File: src/hdl/assert_macros.svh
// assertion macros used by the rate limiter top level
`ifndef ASSERT_MACROS_SVH
`define ASSERT_MACROS_SVH
`ifndef SYNTHESIS
`define SWRL_ASSERT(lbl, clk, rst_n, prop, msg) \
    lbl: assert property (@(posedge clk) disable iff (!rst_n) prop) else $error(msg);
`define SWRL_NEVER(lbl, clk, rst_n, cond, msg) \
    lbl: assert property (@(posedge clk) disable iff (!rst_n) !(cond)) else $error(msg);
`else
`define SWRL_ASSERT(lbl, clk, rst_n, prop, msg)
`define SWRL_NEVER(lbl, clk, rst_n, cond, msg)
`endif
`endif

File: src/hdl/swrl_pkg.sv
// shared types and constants of the sliding window rate limiter
package swrl_pkg;

    localparam int KEY_W  = 58;
    localparam int TIME_W = 32;
    localparam int CAP_W  = 5;

    typedef logic [KEY_W-1:0]  key_t;
    typedef logic [TIME_W-1:0] time_t;

    typedef enum logic [2:0] {
        OP_NOP,
        OP_CLEAR,
        OP_MATCH,
        OP_PURGE,
        OP_APPEND,
        OP_ALLOC
    } cell_op_t;

    typedef struct packed {
        cell_op_t op;
        key_t     key;
        time_t    now;
        time_t    limit;
        logic     limit_en;
    } cell_cmd_t;

endpackage

File: src/hdl/swrl_cell.sv
// one table entry: key, count and a shifting log of timestamps
module swrl_cell #(
    parameter int MAX_HITS = 16,
    parameter int CW       = 5
) (
    input  logic                clk,
    input  logic                rst_n,
    input  swrl_pkg::cell_cmd_t cmd,
    input  logic                sel,
    input  logic [CW-1:0]       cap,
    output logic                hit,
    output logic                grant
);
    import swrl_pkg::*;

    logic                  valid_reg;
    key_t                  key_reg;
    logic [CW-1:0]         count_reg;
    time_t                 log_reg [MAX_HITS];
    logic                  hit_reg;
    logic                  stale;
    logic                  room;

    // head of the log is old enough to drop
    assign stale = (count_reg != '0) && cmd.limit_en && (log_reg[0] <= cmd.limit);
    assign room  = count_reg < cap;
    assign hit   = hit_reg;
    assign grant = hit_reg && (cmd.op == OP_APPEND) && room;

    // control state of the entry
    always_ff @(posedge clk or negedge rst_n)
    begin
        if (!rst_n)
        begin
            valid_reg <= 1'b0;
            count_reg <= '0;
            hit_reg   <= 1'b0;
        end
        else
        begin
            case (cmd.op)
                OP_CLEAR:
                begin
                    valid_reg <= 1'b0;
                    count_reg <= '0;
                    hit_reg   <= 1'b0;
                end
                OP_MATCH:  hit_reg <= valid_reg && (key_reg == cmd.key);
                OP_PURGE:
                begin
                    if (hit_reg && stale)
                        count_reg <= count_reg - 1'b1;
                end
                OP_APPEND:
                begin
                    if (grant)
                        count_reg <= count_reg + 1'b1;
                end
                OP_ALLOC:
                begin
                    if (sel)
                    begin
                        valid_reg <= 1'b1;
                        count_reg <= CW'(1);
                    end
                end
                default: ;
            endcase
        end
    end

    // key and timestamp log, each slot but the last takes its upper neighbor's value on a drop
    always_ff @(posedge clk)
    begin
        if (cmd.op == OP_ALLOC && sel)
        begin
            key_reg    <= cmd.key;
            log_reg[0] <= cmd.now;
        end
        for (int k = 0; k < MAX_HITS; k++)
        begin
            if (cmd.op == OP_PURGE && hit_reg && stale)
            begin
                if (k < MAX_HITS - 1)
                    log_reg[k] <= log_reg[(k + 1) % MAX_HITS];
            end
            else if (grant && count_reg == CW'(k))
            begin
                log_reg[k] <= cmd.now;
            end
        end
    end

endmodule

File: config.mk
export PLATFORM = sky130hd
export DESIGN_NAME = swrl_cell
export DESIGN_NICKNAME = d
export VERILOG_FILES = /design/src/hdl/assert_macros.svh /design/src/hdl/swrl_pkg.sv /design/src/hdl/swrl_cell.sv
export SDC_FILE = /design/constraint.sdc
export NUM_CORES = 1
export LEC_CHECK = 0
export ABC_AREA = 1
export ABC_CLOCK_PERIOD_IN_PS = 5800
export BUFFER_PORTS_ARGS = -buffer_cell sky130_fd_sc_hd__buf_2
export CORE_ASPECT_RATIO = 1.4
export CORE_UTILIZATION = 40
export DETAILED_ROUTE_END_ITERATION = 16
export PLACE_DENSITY = 0.53
export RECOVER_POWER = 25
export SYNTH_ARGS = -nofsm -noshare
export SYNTH_HDL_FRONTEND = slang
export SYNTH_SLANG_ARGS = --single-unit
File: constraint.sdc
create_clock -name clk -period 5.8 [get_ports clk]
set_input_delay 0.87 -clock clk [delete_from_list [all_inputs] [get_ports clk]]
set_output_delay 0.87 -clock clk [all_outputs]
set_load 0.03 [all_outputs]
Word-level counts from Yosys, hierarchy flattened:

Memories as Yosys holds them, arrays and structs flattened.
Cells that the tools add are included.

* register bits after elaboration: 65
* bits in writable memories: 512
* input bits: 134
* output and inout port bits: 2
* word-level logic and storage cells: 160
* memories: 1

* $add $sub $neg: 2
* order comparisons: 2
* eq/ne operators: 24
* mux-type cells: 78
* bitwise operators: 16
* reduce and logical (&&, ||, !) cells: 33

Memory list
* log_reg: words 16, width 32, rd ports 16, clocked after Yosys merged registers in 0, wr ports 15, RTL line swrl_cell.sv:19 `time_t log_reg [MAX_HITS];`

Operators by type and width (number)
* $mux 32: 17
* $eq 58x58->1: 1
* $mux 1: 54
* $eq 5x4->1 const B: 8
* $le 32x32->1: 1
* $reduce_or 32->1: 1
* $logic_and 1x1->1: 25
* $eq 5x3->1 const B: 4
* $pmux 5 s4: 1
* $or 1x1->1: 16
* $mux 5: 3
* $eq 5x2->1 const B: 2
* $eq 3x2->1 const B: 2
* $eq 3x3->1 const B: 2
* $ne 2x2->1 const B: 3
* $add 5x1->5 const B: 1
* $eq 5x1->1 const B: 1
* $logic_not 5->1: 1
* $lt 5x5->1: 1
* $reduce_bool 5->1: 1
* $sub 5x1->5 const B: 1
* $mux 4: 1
* $pmux 1 s2: 2
* $reduce_and 4->1: 1
* other kinds (4): 5

Depth between registers and ports, before layout:

Gate-level depths: netlist of the first run.

* depth after elaboration: 9
* mapped depth: 19
* gate-level depth less buffers: 19

Worst setup path before layout of the first run:

No wires, ideal clock.

* path kind: input to register
* start point: input cmd[125] (netlist name)
* end point: memory log_reg[0][0] (netlist name) (enable)
* setup time: 0.395 ns
* arrival: 4.842 ns
* data required time: 5.405 ns
* path slack: 0.563 ns
* stages: 8
* cells stage by stage: inv_1 nor2_2 inv_2 nor2_1 inv_1 nor2_1 inv_1 nand3_1

RTL lines
* from (decl): RTL line swrl_cell.sv:8 `input swrl_pkg::cell_cmd_t cmd,`
* to (decl): RTL line swrl_cell.sv:19

==> results of run 1 <==
-- per-layer routing --
metal | track usage | routed length (um) | vias to the layer above
met4 | 0.06446 | 1816 | 0
met1 | 0.2221 | 23630 | 7829
li1 | - | - | 7699
met3 | 0.02858 | 2350 | 113
met2 | 0.3991 | 36260 | 313
met5 | 0 | 0 | -
-- worst max-delay path, cell delays in order (launching register included) --
cell      delay (ps)
edfxtp_1         420
ha_1             310
a21oi_1          120
o21ai_0          170
nand2_1          100
nand2_1           70
a21oi_1          150
nand2_1           70
nand2_1          140
nand3_1          690
buf_4            580
nand2_1          120
buf_4            400
-- area by class of cell --
class | count | area share
clock buffers | 61 | 0.05239
multi-input cells | 1296 | 0.2252
clock inverters | 41 | 0.01564
well taps | 825 | 0.03697
diodes | 1 | 0.00008963
inverters | 160 | 0.02156
repair buffers | 168 | 0.02881
flip-flops and latches | 577 | 0.6193
-- worst paths after layout --
path	startpoint	end	slack, ps	cells past startpoint
setup / recovery	log_reg[0][27]	log_reg[1][102]	2030	12
hold / removal	rst_n	valid_reg	130	1
max in group asynchronous	rst_n	count_reg[3]	5410	1
setup reg to reg	log_reg[0][27]	log_reg[1][102]	2030	12
hold reg to reg	valid_reg	valid_reg	490	2
min in group clk	cmd[76]	key_reg[11]	440	1
-- power by group through the flow --
| stage | Sequential, uW | Clock [uW] | Combinational [uW] |
|---|---|---|---|
| 6_report | 4570 | 3820 | 313 |
| 5_1_grt | 4570 | 4040 | 349 |
| 4_1_cts | 4570 | 3900 | 331 |
| 3_5_place_dp | 4660 | 0 | 329 |
| 3_3_place_gp | 4660 | 0 | 322 |
| 2_1_floorplan | 4650 | 0 | 174 |
-- stage by stage --
stage	std cells	hold WS [ps]	area [um2]	total power, uW
finish	3129	129.5	27920	8702
detailed placement	3026	483.6	26170	4991
CTS	3128	42.36	28070	8801
global route	3128	154.9	27920	8965
global placement	3026	482.3	26170	4984
floorplan	2173	450.6	25100	4829
-- cells in the mapped netlist (2+ instances only) --
library cell,number
nand2_1,598
dfrtp_1,7
inv_1,156
nand3_2,6
buf_4,3
xnor2_1,20
clkbuf_1,52
nor3_1,2
nand3b_1,2
nor4_1,6
o21ai_0,212
o21ai_2,12
or2_2,6
inv_2,2
nand3_1,21
a21o_1,2
a21oi_1,19
buf_2,42
ha_1,42
nand4_2,3
nand4_1,6
nor2_1,35
o21ai_1,275
o22ai_1,7
edfxtp_1,570
nor2_2,3
o21a_1,2
xor2_1,11
buf_6,42
-- cell families (layout without fill, tap and decap cells) --
family | after synthesis | in the layout | share of synthesized area
adders and majority gates | 42 | 42 | 0.02093
DFF | 577 | 577 | 0.6888
other | 0 | 1 | 0
xor gates and xnor gates | 31 | 31 | 0.01082
and+or+nand+nor | 690 | 690 | 0.1096
buffers and inverters | 300 | 430 | 0.06046
AOI/OAI and AO/OA | 533 | 533 | 0.1093
==> results by group, run 1 <==
Clock tree
  – CTS root buffer: clkbuf_16
  – Setup Buffers After CTS: 0
  – Longest Clk Path Bufs: 3
  – Cts hold-fix bufs: 0
  – Post_cts resized: 0
  – # H-tree levels: 2
  – CTS Sinks: 577
  – Worst skew pair latency: 630 ps
  – CTS tree: built
  – CTS buffer count: 57
  – Clk pin slew, worst setup/hold paths: 60 ps

Global route
  – Initial antenna violation count: 1
  – First-pass GRT wire length: 97.20 mm
  – GRT overflow: 0
  – Total GRT Usage: 0.2046
  – Largest net degree at the start of global routing: 66
  – Vias in the first global route: 16,592

Timing
  – Crit share post-route: 0.6493
  – Finish-stage setup viols: 0
  – Fmax: 0.2655 GHz
  – RSZ-0062 raised after global routing: false
  – Final WS setup: between 2000 and 2500 ps
  – Slew Viols, Final: between 90 and 100
  – Final hold vios: 0
  – Slew headroom: -1.128
  – Worst-margin pin slew: 3192 ps
  – TNS Setup: 0 ps
  – Clk_skew: 37.03 ps
  – Tmin final: 3766 ps

Floorplanning
  – Core area: slightly above 0.06 mm2
  – Die width: around 210 um
  – Initial core utilization: 0.4047
  – Die area: around 0.064 mm2
  – # rows: 108
  – Die Span Y: 298.4 um
  – Io pins: roughly 140

Logic synthesis
  – Synth top area share: 0.6818
  – Synth area leader: edfxtp_1
  – Warnings, synthesis: 0
  – Ys async rst share: 0.01213
  – EDFF count, synth: between 500 and 600
  – Synth top area cells: edfxtp_1 (68%), nand2_1 (8.9%), o21ai_1 (5.5%)
  – Mapped Nets: 2,349
  – Post-Syn Area: 0.02510 mm2
  – Sequential fraction of the synthesis area: 0.6888
  – Synthesis-stage register bit count: 577
  – Yosys cell types: 38
  – Syn Area/Cell: 11.55 um2
  – Synth Instances: 2,173
  – Primary FF master, synth: edfxtp_1

Routing
  – Final ANT Viol Nets: 0
  – First drt pass iteration count: 5
  – Total wire length: 64.06 mm
  – # DRC: 0
  – Average wire per standard cell: 20.47 um
  – Starting DRC count in detailed routing: about 1,000
  – Routed via count: 15,954
  – Post-DR vias/cell: 5.099

Pwr
  – Pint: 6822 uW
  – Leakage: 0.01090 uW
  – Switching Share: 0.2160
  – Clock network fraction of total power: 0.438
  – Switching power: about 1900 uW
  – Seq pwr share: 0.526
  – Peak supply drop: between 0.2 and 0.25 mV
  – Gate power share: 0.036
  – P per Cell Area: 311.7 mW/mm2

Layout
  – Multi-input gate area: 0.006289 mm2
  – Final Util: 0.4502
  – Commonest non-fill, non-tap cell in the layout: nand2_1
  – # fillers: 5,851
  – Nets: 2,436
  – Reg area: 0.01729 mm2
  – Max reg flops: 512
  – Most frequent cells in the layout: nand2_1 (597), edfxtp_1 (570), o21ai_0 (265)
  – Area Growth Syn to Fin: 11.22%
  – Share of cells above drive strength 1: 0.08467

Setup path
  – WS Path Type: reg2reg
  – Crit-path max FO: 57
  – Crit path required time: 6050 ps
  – CP endpoint kind: flip-flop
  – Data arrival time of the critical path: ~4000 ps
  – Worst setup SP type: flip-flop

Hold path
  – HP Class: in2async

Placement
  – Post-DP HPWL: 42.75 mm
  – I/O Buffers: 135
  – Pre-CTS setup slack: about 1900 ps
  – Routability congestion estimate: 0.7983

Run status
  – Status: finished with violations
  – Failing checks: capacitance limit, slew limit

Run
  – Max_cap viols: 2
Note: power is estimated with default switching activity, not from simulation.
==> run 2, diff against run 1 <==
- ABC_CLOCK_PERIOD_IN_PS: 5800 -> 3700
- clock period: 5.8 -> 3.7 ns (I/O delays scaled with it)
==> run 2 against run 1 <==
The flow still finishes with violations (capacitance limit, slew limit). Core utilization up 0.15 points. Register-to-register slack worse by 1500 ps. Combinational power up 56%. Sequential share of layout area down 0.20 points. Largest power group unchanged. Die area unchanged. Worst setup slack worse by 1600 ps. First-iteration DRC count up 9.9%. Critical path depth down 5. Clock power up 48%.
==> results by group, run 2 (synthesized netlist as in run 1, its figures left out) <==
Clock tree
  – CTS root buffer: clkbuf_16 (unchanged)
  – Clk pin slew, worst setup/hold paths: 60 ps (about the same)
  – CTS buffer count: 57 (unchanged)
  – CTS Sinks: 577 (unchanged)
  – Setup Buffers After CTS: 0 (unchanged)
  – Worst skew pair latency: 620 ps (was 630 ps)
  – CTS tree: built (unchanged)
  – # H-tree levels: 2 (unchanged)
  – Longest Clk Path Bufs: 3 (unchanged)

Setup path
  – RR Endpoint: log_reg[0][138] (was log_reg[1][102])
  – Crit-path max FO: 12 (was 57)
  – Delay-heaviest family, CP: flip-flops (was simple AND/OR/NAND/NOR gates)
  – Max incr delay on CP: 590 ps (was 690 ps)
  – Crit path required time: 3140 ps (was 6050 ps)
  – CP endpoint kind: output pin (was flip-flop)
  – Most used cell, CP: a21oi_1 (was nand2_1)
  – Slowest-stage cell, CP: dfrtp_1 (was nand3_1)
  – Reg-to-reg slack, setup: 530 ps (was 2030 ps)
  – CP Cell Sequence: ha_1, a21oi_1, o21ai_0, a21oi_1, nand2_1, clkinv_2, buf_2 (was ha_1, a21oi_1, o21ai_0, nand2_1, nand2_1, a21oi_1, nand2_1, nand2_1, nand3_1, buf_4, nand2_1, buf_4)
  – Data arrival time of the critical path: 2700 ps (was 4010 ps)
  – RR Startpoint: count_reg[2] (was log_reg[0][27])
  – Worst setup SP type: flip-flop (unchanged)
  – Worst Path Buf+Inv: 2 (unchanged)
  – WS Path Type: reg2out (was reg2reg)
  – R2R depth: 9 (was 12)

Global route
  – Largest net degree at the start of global routing: 80 (was 66)
  – GRT overflow: 0 (unchanged)
  – First-pass GRT wire length: 94.44 mm (was 97.20 mm)
  – Total GRT Usage: 0.1952 (was 0.2046)
  – Initial antenna violation count: 1 (unchanged)
  – Vias in the first global route: 16,439 (was 16,592)

Layout
  – Area Growth Syn to Fin: 11.58% (was 11.22%)
  – Reg area: 0.01729 mm2 (unchanged)
  – Nets: 2,456 (was 2,436)
  – Most frequent cells in the layout: nand2_1 (597), edfxtp_1 (570), o21ai_1 (246) (was nand2_1 (597), edfxtp_1 (570), o21ai_0 (265))
  – # fillers: 5,822 (was 5,851)
  – Final Util: 0.4516 (was 0.4502)
  – Final cell count without fillers: 3,151 (was 3,129)
  – Commonest non-fill, non-tap cell in the layout: nand2_1 (unchanged)
  – Multi-input gate area: 0.006307 mm2 (was 0.006289 mm2)
  – Max reg flops: 512 (unchanged)
  – Share of cells above drive strength 1: 0.08387 (was 0.08467)

Routing
  – Post-DR vias/cell: 5.094 (was 5.099)
  – Average wire per standard cell: 19.29 um (was 20.47 um)
  – # DRC: 0 (unchanged)
  – Total wire length: 60.77 mm (was 64.06 mm)
  – Routed via count: 16,052 (was 15,954)
  – Starting DRC count in detailed routing: 1,151 (was 1,047)
  – Final ANT Viol Nets: 0 (unchanged)
  – First drt pass iteration count: 6 (was 5)

Timing
  – Slew Viols, Final: 59 (was 92)
  – Slew headroom: -0.03181 (was -1.128)
  – Crit share post-route: 0.8803
  – Final hold vios: 0 (unchanged)
  – Clk_skew: 39.03 ps (was 37.03 ps)
  – Tmin final: 3257 ps
  – Fmax: 0.3070 GHz
  – Worst-margin pin slew: 1548 ps (was 3192 ps)
  – RSZ-0062 raised after global routing: false (unchanged)
  – TNS Setup: 0 ps (unchanged)
  – Finish-stage setup viols: 0 (unchanged)

Pwr
  – Pint: 10,480 uW (was 6822 uW)
  – Leakage: 0.01094 uW (was 0.01090 uW)
  – Peak supply drop: 0.3528 mV (was 0.2431 mV)
  – P per Cell Area: 475.0 mW/mm2 (was 311.7 mW/mm2)
  – Seq pwr share: 0.539 (was 0.526)
  – Gate power share: 0.037 (was 0.036)
  – Switching Share: 0.2125 (was 0.2160)
  – Switching power: 2828 uW (was 1879 uW)
  – Tot Pwr: 13,310 uW (was 8702 uW)
  – Clock network fraction of total power: 0.425 (was 0.438)

Placement
  – Post-DP HPWL: 41.13 mm (was 42.75 mm)
  – Routability congestion estimate: 0.8480 (was 0.7983)
  – I/O Buffers: 135 (unchanged)
  – Dpl cells: 3,045 (was 3,026)

Floorplanning
  – Die Span Y: 298.4 um (unchanged)
  – Io pins: 136 (unchanged)
  – Initial core utilization: 0.4047 (unchanged)
  – Die width: 213.7 um (unchanged)
  – Core area: 0.06202 mm2 (unchanged)
  – Die area: 0.06378 mm2 (unchanged)
  – # rows: 108 (unchanged)

Hold path
  – HP Class: in2reg (was in2async)
  – Hold endpoint: key_reg[43]
  – Hold path startpoint: cmd[108]
  – Worst Hold Depth: 1

Run
  – Max_cap viols: 1 (was 2)

Run status
  – Status: finished with violations (unchanged)
  – Failing checks: capacitance limit, slew limit (unchanged)
run 2: worst max path at each step:
stage                      end          from  slack (ps)  cells past startpoint
4_1_cts                  grant  count_reg[2]         380                      7
3_5_place_dp   log_reg[1][162]        cap[2]         550                     11
6_report                 grant  count_reg[2]         440                      7
3_3_place_gp   log_reg[1][162]        cap[4]         580                     11
5_1_grt                  grant  count_reg[2]         310                      7
2_1_floorplan    log_reg[0][0]      cmd[125]         510                      8
run 2: final cells by class:
type,instances,share of cell area
flip-flops and latches,577,0.6173
multi-input cells,1296,0.2252
clock buffers,80,0.05552
well taps,825,0.03685
repair buffers,188,0.03591
inverters,160,0.02148
clock inverters,24,0.007683
diodes,1,0.00008933
run 2: per-layer routing:
layer  up-vias  part of all wire  wire, um  track usage
met3        92             0.036      2184      0.02659
li1       7761                 -         -            -
met2       306              0.54     32880       0.3566
met5         -                 0         0            0
met1      7893              0.40     24190       0.2348
met4         0             0.025      1525      0.06037
run 2: timing repair:
| action | 4_1_cts | 5_1_grt |
|---|---|---|
| gates resized for setup | 0 | 0 |
| endpoints found under the hold margin | 7 | 0 |
| hold buffers | 1 | 0 |
run 2: power groups by stage:
stage / registers [uW] / logic, uW / clock network (uW)
finish: 7170 / 487 / 5650
global route: 7170 / 547 / 6000
CTS: 7170 / 516 / 5780
detailed placement: 7310 / 512 / 0
floorplan: 7300 / 274 / 0
global placement: 7310 / 504 / 0
run 2: metrics by stage:
| stage | hold WS [ps] | area, um2 | setup slack (ps) |
|---|---|---|---|
| floorplan | 259.4 | 25110 | 513.7 |
| global placement | 398.8 | 26420 | 584.2 |
| detailed placement | 405.3 | 26420 | 545.0 |
| CTS | 80.98 | 28200 | 381.4 |
| global route | 100.1 | 28010 | 314.3 |
| finish | 123.3 | 28010 | 442.9 |
==> run 3, diff against run 2 <==
- ABC_CLOCK_PERIOD_IN_PS: 3700 -> 3230
- clock period: 3.7 -> 3.23 ns (I/O delays scaled with it)
==> run 3 against run 2 <==
The flow still finishes with violations (capacitance limit, slew limit). Via count shrank 0.66%. First-iteration DRC count up 14%. Final cell count grew 0.22%. Core utilization up 0.36 points. Clock skew down 18 ps. Sequential share of layout area decreased by 0.49 points. Clock-buffer cell count fell by 5. Global-route usage is 0.33 points lower. Critical path depth up 2. Worst setup slack got worse by 150 ps. Register-to-register slack worse by 230 ps. Critical endpoint is now log_reg[0][206]. Highest routed layer unchanged.
==> results by group, run 3 (synthesized netlist as in run 1, its figures left out) <==
Setup path
  – R2R depth: 9 (unchanged)
  – Worst setup SP type: flip-flop (unchanged)
  – Setup crit start: count_reg[3] (was count_reg[2])
  – Critical Path Sink: log_reg[0][206] (was grant)
  – Crit-path max FO: 64 (was 12)
  – CP endpoint kind: flip-flop (was output pin)
  – WS Path Type: reg2reg (was reg2out)
  – Reg-to-reg slack, setup: 300 ps (was 530 ps)
  – Crit path required time: 3620 ps (was 3140 ps)
  – Data arrival time of the critical path: 3330 ps (was 2700 ps)
  – RR Startpoint: count_reg[3] (was count_reg[2])
  – RR Endpoint: log_reg[0][206] (was log_reg[0][138])

Clock tree
  – CTS root buffer: clkbuf_16 (unchanged)
  – CTS tree: built (unchanged)
  – Worst skew pair latency: 620 ps (about the same)
  – CTS buffer count: 58 (was 57)
  – CTS Sinks: 577 (unchanged)
  – Clk pin slew, worst setup/hold paths: 60 ps (about the same)
  – Longest Clk Path Bufs: 3 (unchanged)
  – # H-tree levels: 2 (unchanged)

Floorplanning
  – Die Span Y: 298.4 um (unchanged)
  – Die area: 0.06378 mm2 (unchanged)
  – Initial core utilization: 0.4047 (unchanged)
  – Io pins: 136 (unchanged)
  – Core area: 0.06202 mm2 (unchanged)
  – Die width: 213.7 um (unchanged)
  – # rows: 108 (unchanged)

Global route
  – Initial antenna violation count: 0 (was 1)
  – Total GRT Usage: 0.1919 (was 0.1952)
  – GRT overflow: 0 (unchanged)
  – First-pass GRT wire length: 93.14 mm (was 94.44 mm)
  – Vias in the first global route: 16,527 (was 16,439)
  – Largest net degree at the start of global routing: 65 (was 80)

Timing
  – Slew Viols, Final: 59 (unchanged)
  – Slew headroom: -0.02579 (was -0.03181)
  – Fmax: ~0.34 GHz
  – TNS Setup: 0 ps (unchanged)
  – Final hold slack: 72.61 ps (was 123.3 ps)
  – Finish-stage setup viols: 0 (unchanged)
  – Crit share post-route: 0.9081
  – Tmin final: 2933 ps
  – RSZ-0062 raised after global routing: false (unchanged)
  – Worst-margin pin slew: 1539 ps (was 1548 ps)
  – Final hold vios: 0 (unchanged)
  – Clk_skew: 20.69 ps (was 39.03 ps)

Run
  – Max_cap viols: 1 (unchanged)

Routing
  – First drt pass iteration count: 5 (was 6)
  – Post-DR vias/cell: 5.049 (was 5.094)
  – Final ANT Viol Nets: 0 (unchanged)
  – Average wire per standard cell: 18.93 um (was 19.29 um)
  – Starting DRC count in detailed routing: 1,308 (was 1,151)
  – Total wire length: 59.79 mm (was 60.77 mm)
  – Routed via count: 15,946 (was 16,052)
  – # DRC: 0 (unchanged)

Placement
  – Post-DP HPWL: 40.89 mm (was 41.13 mm)
  – Placed Area: 0.02662 mm2 (was 0.02642 mm2)
  – Routability congestion estimate: 0.8290 (was 0.8480)
  – I/O Buffers: 135 (unchanged)

Pwr
  – Leakage: 0.01104 uW (was 0.01094 uW)
  – Peak supply drop: 0.4090 mV (was 0.3528 mV)
  – P per Cell Area: 542.3 mW/mm2 (was 475.0 mW/mm2)

Layout
  – Final Util: 0.4552 (was 0.4516)
  – Reg area: 0.01729 mm2 (unchanged)
  – Commonest non-fill, non-tap cell in the layout: nand2_1 (unchanged)
  – # fillers: 5,794 (was 5,822)
  – Max reg flops: 512 (unchanged)
  – Most frequent cells in the layout: nand2_1 (597), edfxtp_1 (570), o21ai_0 (256) (was nand2_1 (597), edfxtp_1 (570), o21ai_1 (246))
  – Nets: 2,466 (was 2,456)
  – Area Growth Syn to Fin: 12.47% (was 11.58%)
  – Share of cells above drive strength 1: 0.08962 (was 0.08387)
  – Multi-input gate area: 0.006324 mm2 (was 0.006307 mm2)
  – Finished Cell Area: 0.02823 mm2 (was 0.02801 mm2)

Run status
  – Status: finished with violations (unchanged)
  – Failing checks: capacitance limit, slew limit (unchanged)

Hold path
  – HP Class: in2reg (unchanged)
==> run 3: changes by cell type in the layout (fill, tap and decap cells not counted), sizes merged <==
cell / previous run / this run
inv: 159 / 157
buf: 88 / 98
clkinv: 19 / 25
clkinvlp: 2 / 1
clkbuf: 179 / 173
==> run 3: area by class of cell <==
type / instances / area share
multi-input combinational: 1296 / 0.2240
clock inverter: 27 / 0.007755
sequential: 577 / 0.6124
antenna: 1 / 0.00008863
timing repair buffer: 197 / 0.04197
clock buffer: 75 / 0.05592
inverter: 160 / 0.02132
tap: 825 / 0.03656
==> run 3: power by group <==
group	total (uW)	switching [uW]	internal, uW
logic	578	399	179
registers	8210	29.7	8180
clock network	6530	2800	3730
total	15300	3230	12100
==> run 3: what timing repair did <==
item / in CTS / in global routing
hold buffers: 1 / 0
setup buffers: 0 / 0
gates resized for setup: 0 / 0
hold endpoints to repair: 7 / 0
==> run 3: layer usage <==
metal / GRT usage / wire length (um) / up-vias
li1: - / - / 7779
met1: 0.2269 / 23590 / 7757
met2: 0.3535 / 32570 / 300
met4: 0.06122 / 1609 / 0
met3: 0.02680 / 2021 / 110
met5: 0 / 0 / -
==> run 3: critical path, cell delays in order (launching register included) <==
cell	delay (ps)
dfrtp_1	480
ha_1	310
nand2_1	70
o21ai_0	90
a21oi_1	150
nand2_1	220
nor2_1	520
nand2_2	150
buf_4	330
o21ai_0	370
==> run 3: worst min path at each step <==
stage               startpoint      endpoint  slack, ps  cells past startpoint
floorplan                rst_n  count_reg[0]        190                      0
global route           cmd[96]   key_reg[31]         40                      1
finish                cmd[102]   key_reg[37]         70                      1
CTS                    cmd[96]   key_reg[31]         30                      1
global placement         rst_n           hit        330                      1
detailed placement       rst_n     valid_reg        330                      1
==> run 3: through the flow <==
stage                     setup WS [ps]  instances  power (uW)
after global routing              156.3       3157       15760
after detailed placement          352.1       3054        8970
after global placement            333.4       3054        8959
after floorplan                   114.2       2173        8671
after CTS                         342.2       3157       15480
final                             296.9       3158       15310
